[config.mk]
export PLATFORM = sky130hd
export DESIGN_NAME = maf_serial_div
export DESIGN_NICKNAME = d
export VERILOG_FILES = /design/src/rtl/maf_pkg.sv /design/src/rtl/maf_serial_div.sv
export SDC_FILE = /design/constraint.sdc
export NUM_CORES = 1
export LEC_CHECK = 0
export BUFFER_PORTS_ARGS = -buffer_cell sky130_fd_sc_hd__clkbuf_2
export CORE_MARGIN = 5
export CORE_UTILIZATION = 45
export DETAILED_ROUTE_END_ITERATION = 10
export GPL_ROUTABILITY_DRIVEN = 0
export HOLD_SLACK_MARGIN = 0.08
export PLACE_DENSITY = 0.77
export SLEW_MARGIN = 10
export SYNTH_ARGS = -nofsm -noshare
export SYNTH_HDL_FRONTEND = slang
export SYNTH_SLANG_ARGS = --single-unit
export TNS_END_PERCENT = 100
[constraint.sdc]
create_clock -name clock -period 2.6 [get_ports clock]
set_input_delay 0.26 -clock clock [delete_from_list [all_inputs] [get_ports clock]]
set_output_delay 0.26 -clock clock [all_outputs]
set_load 0.02 [all_outputs]
[src/rtl/maf_pkg.sv]
// shared widths, constants and types for the magnet angle block
`default_nettype none

package maf_pkg;

   localparam int BYTE_W    = 8;
   localparam int NIBBLE_W  = 4;
   localparam int FIELD_W   = 12;
   localparam int ANGLE_W   = 9;
   localparam int ACC_W     = 11;
   localparam int OCT_W     = 7;
   localparam int QUO_W     = 10;
   localparam int REM_W     = 13;
   localparam int NUM_W     = 21;
   localparam int SCALED_W  = 16;
   localparam int STEP_W    = 4;

   localparam int RATIO_SCALE    = 1000;
   localparam int OCTANT_DEG     = 45;
   localparam int ROUND_BIAS     = 500;
   localparam int RIGHT_ANGLE    = 90;
   localparam int STRAIGHT_ANGLE = 180;
   localparam int FULL_ANGLE     = 360;

   // quotient bits produced by each division pass
   localparam int RATIO_STEPS = QUO_W;
   localparam int SCALE_STEPS = 6;

   typedef struct packed {
      logic              start;
      logic [STEP_W-1:0] steps;
   } div_ctl_type;

   typedef struct packed {
      logic busy;
      logic done;
   } div_sts_type;

   typedef enum logic [4:0] {
      ST_IDLE      = 5'b00001,
      ST_PREP      = 5'b00010,
      ST_DIV_RATIO = 5'b00100,
      ST_DIV_SCALE = 5'b01000,
      ST_FINISH    = 5'b10000
   } state_type;

endpackage

`default_nettype wire

[src/rtl/maf_serial_div.sv]
// restoring divider, one quotient bit per cycle
`default_nettype none

module maf_serial_div import maf_pkg::*; (
   input  wire logic               clock,
   input  wire logic               reset,
   input  wire div_ctl_type        ctl,
   input  wire logic [REM_W-1:0]   rem_init,
   input  wire logic [QUO_W-1:0]   low_init,
   input  wire logic [FIELD_W-1:0] divisor,
   output div_sts_type             sts,
   output logic [QUO_W-1:0]        quotient
);

   logic [REM_W-1:0]   rem_ff, rem_in;
   logic [QUO_W-1:0]   low_ff, low_in;
   logic [FIELD_W-1:0] div_ff, div_in;
   logic [STEP_W-1:0]  count_ff, count_in;
   logic               busy_ff, busy_in;
   logic               done_ff, done_in;
   logic [REM_W-1:0]   shifted;
   logic               fits;

   // remainder stays below the divisor, so its top bit is free for the shift
   assign shifted = {rem_ff[REM_W-2:0], low_ff[QUO_W-1]};
   assign fits    = shifted >= {1'b0, div_ff};

   always_comb begin
      rem_in   = rem_ff;
      low_in   = low_ff;
      div_in   = div_ff;
      count_in = count_ff;
      busy_in  = busy_ff;
      done_in  = 1'b0;
      if (ctl.start) begin
         rem_in   = rem_init;
         low_in   = low_init;
         div_in   = divisor;
         count_in = ctl.steps;
         busy_in  = 1'b1;
      end else if (busy_ff) begin
         rem_in   = fits ? (shifted - {1'b0, div_ff}) : shifted;
         low_in   = {low_ff[QUO_W-2:0], fits};
         count_in = count_ff - STEP_W'(1);
         if (count_ff == STEP_W'(1)) begin
            busy_in = 1'b0;
            done_in = 1'b1;
         end
      end
   end

   always_ff @(posedge clock) begin
      if (reset) begin
         busy_ff  <= 1'b0;
         done_ff  <= 1'b0;
         count_ff <= '0;
      end else begin
         busy_ff  <= busy_in;
         done_ff  <= done_in;
         count_ff <= count_in;
      end
      rem_ff <= rem_in;
      low_ff <= low_in;
      div_ff <= div_in;
   end

   assign sts.busy = busy_ff;
   assign sts.done = done_ff;
   assign quotient = low_ff;

endmodule

`default_nettype wire

; ---- After elaboration in Yosys (flattened, before gate mapping)
; Cells that the tools add are included.
[op_classes]
n_addsub = 2
muxes = 11
n_eq_ne = 1
bitwise = 1
n_lt_le_gt_ge = 1
n_reduce_logical = 2
[op_table]
columns = operator, count
row1 = 12-bit two-way mux, 3
row2 = 10-bit two-way mux, 2
row3 = 13-bit by 12-bit greater-or-equal comparator with 1-bit output, 1
row4 = 12-bit subtractor, 1
row5 = 4-bit two-way mux, 2
row6 = 4-bit by 1-bit == test with 1-bit output (second input constant), 1
row7 = 1-bit two-way mux, 4
row8 = 4-bit by 1-bit subtractor with 4-bit output (second input constant), 1
row9 = 3-bit OR reduction, 1
row10 = 2-bit nonzero test, 1
row11 = 1-bit inverter, 1
[totals]
elab_cells = 24
output_inout_bits = 12
ff_bits = 40
in_bits = 42

; ---- Logic depth before layout (Yosys ltp)
; Gate-level depths: netlist of the first run.
[logic_depth]
word_depth = 4
depth_mapped = 10
depth_no_buf = 10

; ---- Worst setup path after synthesis of the first run
; No wires, ideal clock.
[synth_path]
kind = flip-flop to flip-flop
start = register low_ff[9], in the netlist quotient[9]
end = register rem_ff[8], data pin
arrival_time_ns = 2.270
required_ns = 2.339
synth_period_minus_slack_ns = 2.531
path_stages_with_launch = 11
setup_ns = 0.261
n_path_buf = 0
slack_ns = 0.069
path_cell_list = edfxtp_1 -> inv_1 -> ha_1 -> inv_1 -> fa_1 -> a21o_1 -> a311oi_1 -> o21bai_1 -> a21oi_2 -> xnor2_1 -> a221o_1
[synth_via]
elab_chain_len = 4
word_cells_on_any_way = 5
classes_between = add/sub: 1 / order compare: 1 / mux: 3
[synth_lines]
columns = element, line_no
row1 = from (decl), maf_serial_div.sv:16  ; logic [QUO_W-1:0] low_ff, low_in;
row2 = from (signal assigned), maf_serial_div.sv:63  ; low_ff <= low_in;
row3 = 12-bit subtractor or 13-bit by 12-bit greater-or-equal comparator with 1-bit output (tied branches), "maf_serial_div.sv:42, maf_serial_div.sv:26"
row4 = 12-bit two-way mux (*), maf_serial_div.sv:42  ; rem_in = fits ? (shifted - {1'b0, div_ff}) : shifted;
row5 = 12-bit two-way mux (*), maf_serial_div.sv:41  ; end else if (busy_ff) begin
row6 = 12-bit two-way mux (*), maf_serial_div.sv:35  ; if (ctl.start) begin
row7 = net rem_in[8], maf_serial_div.sv:15  ; logic [REM_W-1:0] rem_ff, rem_in;
row8 = to (signal assigned), maf_serial_div.sv:62  ; rem_ff <= rem_in;
row9 = to (decl), maf_serial_div.sv:15
; Mark *: on every way through the listed nets, which the timed path passes. The rest lies on a longest branch. The select of a mux whose other input is x is not followed.
; A chain may end at the register's enable or synchronous reset.

; ---- Worst setup path in the final report of the first run
; Ends and elaborated chain as after synthesis.

==> impl_metrics.env, run 1 <==
export IMPL_status="finished, final reports clean"
export IMPL_cp_num_buf_inv=2
export IMPL_start_util_pct=46.4
export IMPL_rsz0062_at_grt="false"
export IMPL_cts_root_buf="clkbuf_8"
export IMPL_grt_pass1_wl_um=8400
export IMPL_cp_slowest_stage_delay_ps=390
export IMPL_clock_skew_ps=8.63
export IMPL_area_growth_pct=19.2
export IMPL_avgSynthCellArea_um2=10.7
export IMPL_drive_above_1_share_pct=29.9
export IMPL_ant_nets=0
export IMPL_cp_max_fo=3
export IMPL_drtPass1Iterations=5
export IMPL_synthSimpleGateAreaFrac_pct=12.7
export IMPL_ys_types=46
export IMPL_crit_family="compound AO/OA/AOI/OAI gates"
export IMPL_final_nets=334
export IMPL_clock_path_buffers=2
export IMPL_leakage_nw=1.19
export IMPL_die_height_um=82.6
export IMPL_reg2reg_to="rem_ff[8]$_DFFE_PP_"
export IMPL_synth_most_common_cell="edfxtp_1"
export IMPL_tightest_slew_ps=559
export IMPL_ctsHoldBuffers=0
export IMPL_synth_top_family_by_area="compound AO/OA/AOI/OAI gates"
export IMPL_syn_num_nets=278
export IMPL_die_w_um=82.6
export IMPL_ys_warn_count=0
export IMPL_cp_start_kind="flip-flop"
export IMPL_r2r_cells=10
export IMPL_dpl_hpwl_um=3760
export IMPL_required_ps=2640
export IMPL_cts_buffers=5
export IMPL_post_drt_wl_per_cell_um=14.7
export IMPL_whs_ps=137
export IMPL_synthXorXnorAreaFrac_pct=4.44
export IMPL_path_cells="inv_1 -> ha_2 -> inv_1 -> fa_2 -> a21o_1 -> a311oi_2 -> o21bai_2 -> a21oi_2 -> xnor2_1 -> a221o_1"
export IMPL_io_buffers=52
export IMPL_grt_pass1_vias=1856
export IMPL_die_area_um2=6810
export IMPL_synth_edf_count=34
export IMPL_synth_adder_area_share_pct=8.24
export IMPL_hold_path_class="in -> reg"
export IMPL_antennaDiodeCount=0
export IMPL_rows=26
export IMPL_worstPathArrival_ps=2470
export IMPL_crit_path_end_kind="flip-flop"
export IMPL_vias=1861
export IMPL_crit_top_cell="inv_1"
export IMPL_antenna_found_initial=0
export IMPL_clk_latency_ps=290
export IMPL_cts_tree="built"
export IMPL_r2r_slack_ps=180
export IMPL_synth_compound_area_share_pct=16.9
export IMPL_netlist_top_cells_count="34 x edfxtp_1, 19 x nor2_1, 17 x a21oi_1, 17 x inv_1"
export IMPL_synth_top_area_share_pct=43.1
export IMPL_synthArstFlopShare_pct=0
export IMPL_timing_setup_tns_ps=0
export IMPL_synth_ff_type="edfxtp_1"
export IMPL_maxSlewHeadroom_pct=62.7
export IMPL_n_fill_cell=464
export IMPL_final_max_slew_violation_count=0
export IMPL_period_share_pct=93.1
export IMPL_max_freq_ghz=0.413
export IMPL_grt_max_degree=23
export IMPL_critPathSlowestCell="edfxtp_1"
export IMPL_synth_area_leaders="edfxtp_1 43%, ha_1 7.4%, dfxtp_1 5.1%"
export IMPL_initialDrtViolationCount=98
export IMPL_synth_cells=221
export IMPL_crit_type="reg -> reg"
export IMPL_hold_viol=0
export IMPL_rr_startpoint="quotient[9]$_DFFE_PP_"
export IMPL_overflow=0
export IMPL_post_cts_setup_buffers=0
export IMPL_dp_cells=340
export IMPL_htree_levels=2
export IMPL_p_per_area_nw_per_um2=782
export IMPL_yosysSeqAreaShare_pct=48.2
export IMPL_routed_via_density=5.35
export IMPL_vdd_ir_drop_max_mv=0.463
export IMPL_io_pins=54
export IMPL_hold_path_cell_count=1
export IMPL_routed_wl_um=5100
export IMPL_setup_viol=0
export IMPL_track_usage_pct=16.3
export IMPL_period_minus_slack_ps=2420
export IMPL_synthesis_area_um2=2370
export IMPL_drc=0
export IMPL_fin_cells=348
export IMPL_cts_sinks=40
export IMPL_cts_resized=0
export IMPL_coreArea_um2=5110
export IMPL_clkTransAtPathRegs_ps=80
export IMPL_hold_start="divisor[9]"
export IMPL_maxCapViolCount=0
export IMPL_yosysTopAreaCell="edfxtp_1"
export IMPL_hold_end="div_ff[9]$_DFFE_PP_"
export IMPL_synth_seq_cells=40
export IMPL_synth_mux_area_fraction_pct=4.70
## layer usage
metal	up-vias	share of wire, %	track usage (%)
met5	-	0	0
met4	0	1.7	5.07
met3	9	7.3	4.99
met2	61	47	26.9
met1	859	44	20.5
li1	932	-	-
## cell families (layout without fill, tap and decap cells)
| kind of cell | Yosys count | after routing |
|---|---|---|
| flip-flops | 40 | 40 |
| multiplexers | 10 | 10 |
| AO/OA/AOI/OAI | 55 | 55 |
| adder cells (fa/ha/maj) | 15 | 15 |
| AND/OR/NAND/NOR | 62 | 62 |
| XOR/XNOR | 12 | 12 |
| buffers and inverters | 27 | 84 |
## cells in the final DEF (no fill, tap or decap), types with 3 or more instances in the layout
cell / n
buf_4: 7
nand4_1: 4
nor2_1: 19
a41oi_1: 3
edfxtp_1: 34
o311ai_1: 3
ha_1: 13
nand3_1: 6
o21ai_0: 4
nand2_1: 14
and2_1: 4
xnor2_1: 5
nand2b_1: 4
xor2_1: 7
clkbuf_2: 52
inv_1: 17
a31oi_1: 3
nor3_1: 3
o31ai_1: 4
dfxtp_1: 6
mux2_2: 9
clkbuf_8: 6
a21o_1: 5
a21oi_1: 17
## how the worst max path moves through the flow
stage | start | endpoint | cells after the start
floorplan | quotient[9]$_DFFE_PP_ | rem_ff[8]$_DFFE_PP_ | 10
global placement | quotient[9]$_DFFE_PP_ | rem_ff[8]$_DFFE_PP_ | 10
detailed placement | quotient[9]$_DFFE_PP_ | rem_ff[8]$_DFFE_PP_ | 10
CTS | quotient[9]$_DFFE_PP_ | rem_ff[8]$_DFFE_PP_ | 10
global route | quotient[9]$_DFFE_PP_ | rem_ff[8]$_DFFE_PP_ | 10
finish | quotient[9]$_DFFE_PP_ | rem_ff[8]$_DFFE_PP_ | 10
## registers in the layout, indices dropped and copies added, names as in the netlist
signal	cells
div_ff	12
rem_ff	12
quotient	10
count_ff	4
busy_ff	1
done_ff	1
## per-stage QoR
step	util [%]	power, mW	setup slack (ps)	instance area (um^2)
final	55.3	2.21	178	2820
after global routing	55.3	2.35	34.0	2820
after CTS	55.0	2.19	37.9	2810
after detailed placement	53.2	1.76	50.5	2720
after global placement	53.2	1.74	98.5	2720
after floorplan	-	1.53	69.4	2370
## worst register-to-register path, stage by stage (launching register included)
cell	delay (ps)
edfxtp_1	390
inv_1	80
ha_2	190
inv_1	50
fa_2	340
a21o_1	200
a311oi_2	240
o21bai_2	120
a21oi_2	160
xnor2_1	70
a221o_1	330
## layout make-up
| class | instances | area (um^2) | area share, % |
|---|---|---|---|
| Sequential cell | 40 | 1140 | 40.4 |
| Multi-Input combinational cell | 154 | 1130 | 40.0 |
| Timing Repair Buffer | 59 | 313 | 11.1 |
| Tap cell | 70 | 87.6 | 3.10 |
| Clock buffer | 7 | 86.3 | 3.06 |
| Inverter | 17 | 63.8 | 2.26 |
| Clock inverter | 1 | 3.75 | 0.133 |
## power breakdown
| group | internal, mW | switching [mW] |
|---|---|---|
| Sequential | 0.825 | 0.0563 |
| Combinational | 0.388 | 0.514 |
| Clock | 0.213 | 0.213 |
Note: power is estimated with default switching activity, not from simulation.
==> run 2, diff against run 1 <==
CORE_ASPECT_RATIO = 0.75   (was unset)
CTS_CLUSTER_SIZE = 30   (was unset)
==> run 2 against run 1 <==
Against the previous run:
- non-clock buffer count grew 3
- combinational power grew 0.8%
- flip-flop and latch count is the same
- worst setup slack gained 27 ps
- utilization grew 2.4 points
- routed wire length grew 3.4%
- hold slack lost 12 ps
==> impl_metrics.env, run 2 (synthesized netlist as in run 1, its figures left out) <==
export IMPL_status="finished, final reports clean"
export IMPL_coreArea_um2=4980
export IMPL_post_drt_wl_per_cell_um=14.9
export IMPL_maxSlewHeadroom_pct=62.1
export IMPL_vdd_ir_drop_max_mv=0.383
export IMPL_required_ps=2660
export IMPL_placed_cell_area_um2=2710
export IMPL_ant_nets=0
export IMPL_grt_max_degree=28
export IMPL_drc=0
export IMPL_ctsHoldBuffers=0
export IMPL_worstPathArrival_ps=2460
export IMPL_cp_start_kind="flip-flop"
export IMPL_rsz0062_at_grt="false"
export IMPL_die_height_um=72.8
export IMPL_cts_tree="built"
export IMPL_hold_start="divisor[11]"
export IMPL_rr_startpoint="quotient[9]$_DFFE_PP_"
export IMPL_clkTransAtPathRegs_ps=90
export IMPL_antennaDiodeCount=0
export IMPL_final_max_slew_violation_count=0
export IMPL_p_per_area_nw_per_um2=808
export IMPL_design_area_um2=2880
export IMPL_clock_skew_ps=6.43
export IMPL_track_usage_pct=16.1
export IMPL_grt_pass1_vias=1832
export IMPL_start_util_pct=47.5
export IMPL_final_nets=337
export IMPL_r2r_cells=10
export IMPL_htree_levels=2
export IMPL_io_pins=54
export IMPL_hold_path_class="in -> reg"
export IMPL_dp_cells=341
export IMPL_cts_sinks=40
export IMPL_vias=1895
export IMPL_final_common_cell="clkbuf_2"
export IMPL_hold_end="div_ff[11]$_DFFE_PP_"
export IMPL_cp_max_fo=3
export IMPL_reg2reg_to="rem_ff[8]$_DFFE_PP_"
export IMPL_maxCapViolCount=0
export IMPL_max_freq_ghz=0.418
export IMPL_grt_pass1_wl_um=8610
export IMPL_setup_viol=0
export IMPL_timing_setup_tns_ps=0
export IMPL_clock_path_buffers=2
export IMPL_period_minus_slack_ps=2390
export IMPL_fin_cells=353
export IMPL_leakage_nw=1.22
export IMPL_routed_wl_um=5270
export IMPL_r2r_slack_ps=210
export IMPL_initialDrtViolationCount=140
export IMPL_tightest_slew_ps=568
export IMPL_final_cell_mix="52 x clkbuf_2, 34 x edfxtp_1, 19 x nor2_1"
export IMPL_p_total_mw=2.32
export IMPL_io_buffers=52
export IMPL_dpl_hpwl_um=3900
export IMPL_overflow=0
export IMPL_crit_path_end_kind="flip-flop"
export IMPL_cts_root_buf="clkbuf_8"
export IMPL_crit_type="reg -> reg"
export IMPL_die_w_um=93.8
export IMPL_area_growth_pct=21.4
export IMPL_routed_via_density=5.37
export IMPL_clk_latency_ps=300
export IMPL_rows=22
export IMPL_drive_above_1_share_pct=31.7
export IMPL_hold_viol=0
export IMPL_period_share_pct=92.1
export IMPL_die_area_um2=6830
export IMPL_drtPass1Iterations=5
export IMPL_cts_buffers=5
export IMPL_antenna_found_initial=0
export IMPL_hold_path_cell_count=1
run 2: cell type report:
type / count / area [um^2]
fillers: 451 / 2110
flip-flops and latches: 40 / 1140
multi-input cells: 154 / 1130
repair buffers: 62 / 335
well taps: 72 / 90.1
clock buffers: 5 / 68.8
inverters: 17 / 63.8
clock inverters: 3 / 46.3
run 2: where the power goes:
group          switching [mW]  internal (mW)
registers              0.0558          0.824
clock network           0.247          0.289
logic                   0.513          0.395
total                   0.816           1.51
run 2: how the worst max path moves through the flow:
stage                               end  cells after the start                  start
floorplan           rem_ff[8]$_DFFE_PP_                     10  quotient[9]$_DFFE_PP_
finish              rem_ff[8]$_DFFE_PP_                     10  quotient[9]$_DFFE_PP_
CTS                 rem_ff[8]$_DFFE_PP_                     10  quotient[9]$_DFFE_PP_
global placement    rem_ff[8]$_DFFE_PP_                     10  quotient[9]$_DFFE_PP_
detailed placement  rem_ff[8]$_DFFE_PP_                     10  quotient[9]$_DFFE_PP_
global route        rem_ff[8]$_DFFE_PP_                     10  quotient[9]$_DFFE_PP_
run 2: routing by layer:
layer | GRT usage, % | wire length (um) | part of all wire (%)
met1 | 22.2 | 2540 | 48
met2 | 24.8 | 2350 | 45
met3 | 5.67 | 356 | 6.8
met4 | 2.72 | 31 | 0.59
met5 | 0 | 0 | 0
run 2: through the flow:
step	hold WS, ps	setup WS (ps)	util, %
6_report	126	206	57.7
5_1_grt	109	5.29	57.7
4_1_cts	118	18.7	56.8
3_5_place_dp	439	21.3	54.5
3_3_place_gp	438	108	54.5
2_1_floorplan	329	69.4	-
run 2: repair_timing:
item | CTS | global route
resized for setup | 0 | 5
endpoints found under the setup margin | 0 | 4
setup buffers | 0 | 4
run 2: critical path, stage by stage (launching register included):
cell and delay, ps:
edfxtp_1 390, inv_1 70, ha_2 190, inv_1 50, fa_2 350, a21o_1 210
a311oi_2 230, o21bai_2 110, a21oi_2 150, xnor2_1 80, a221o_1 310
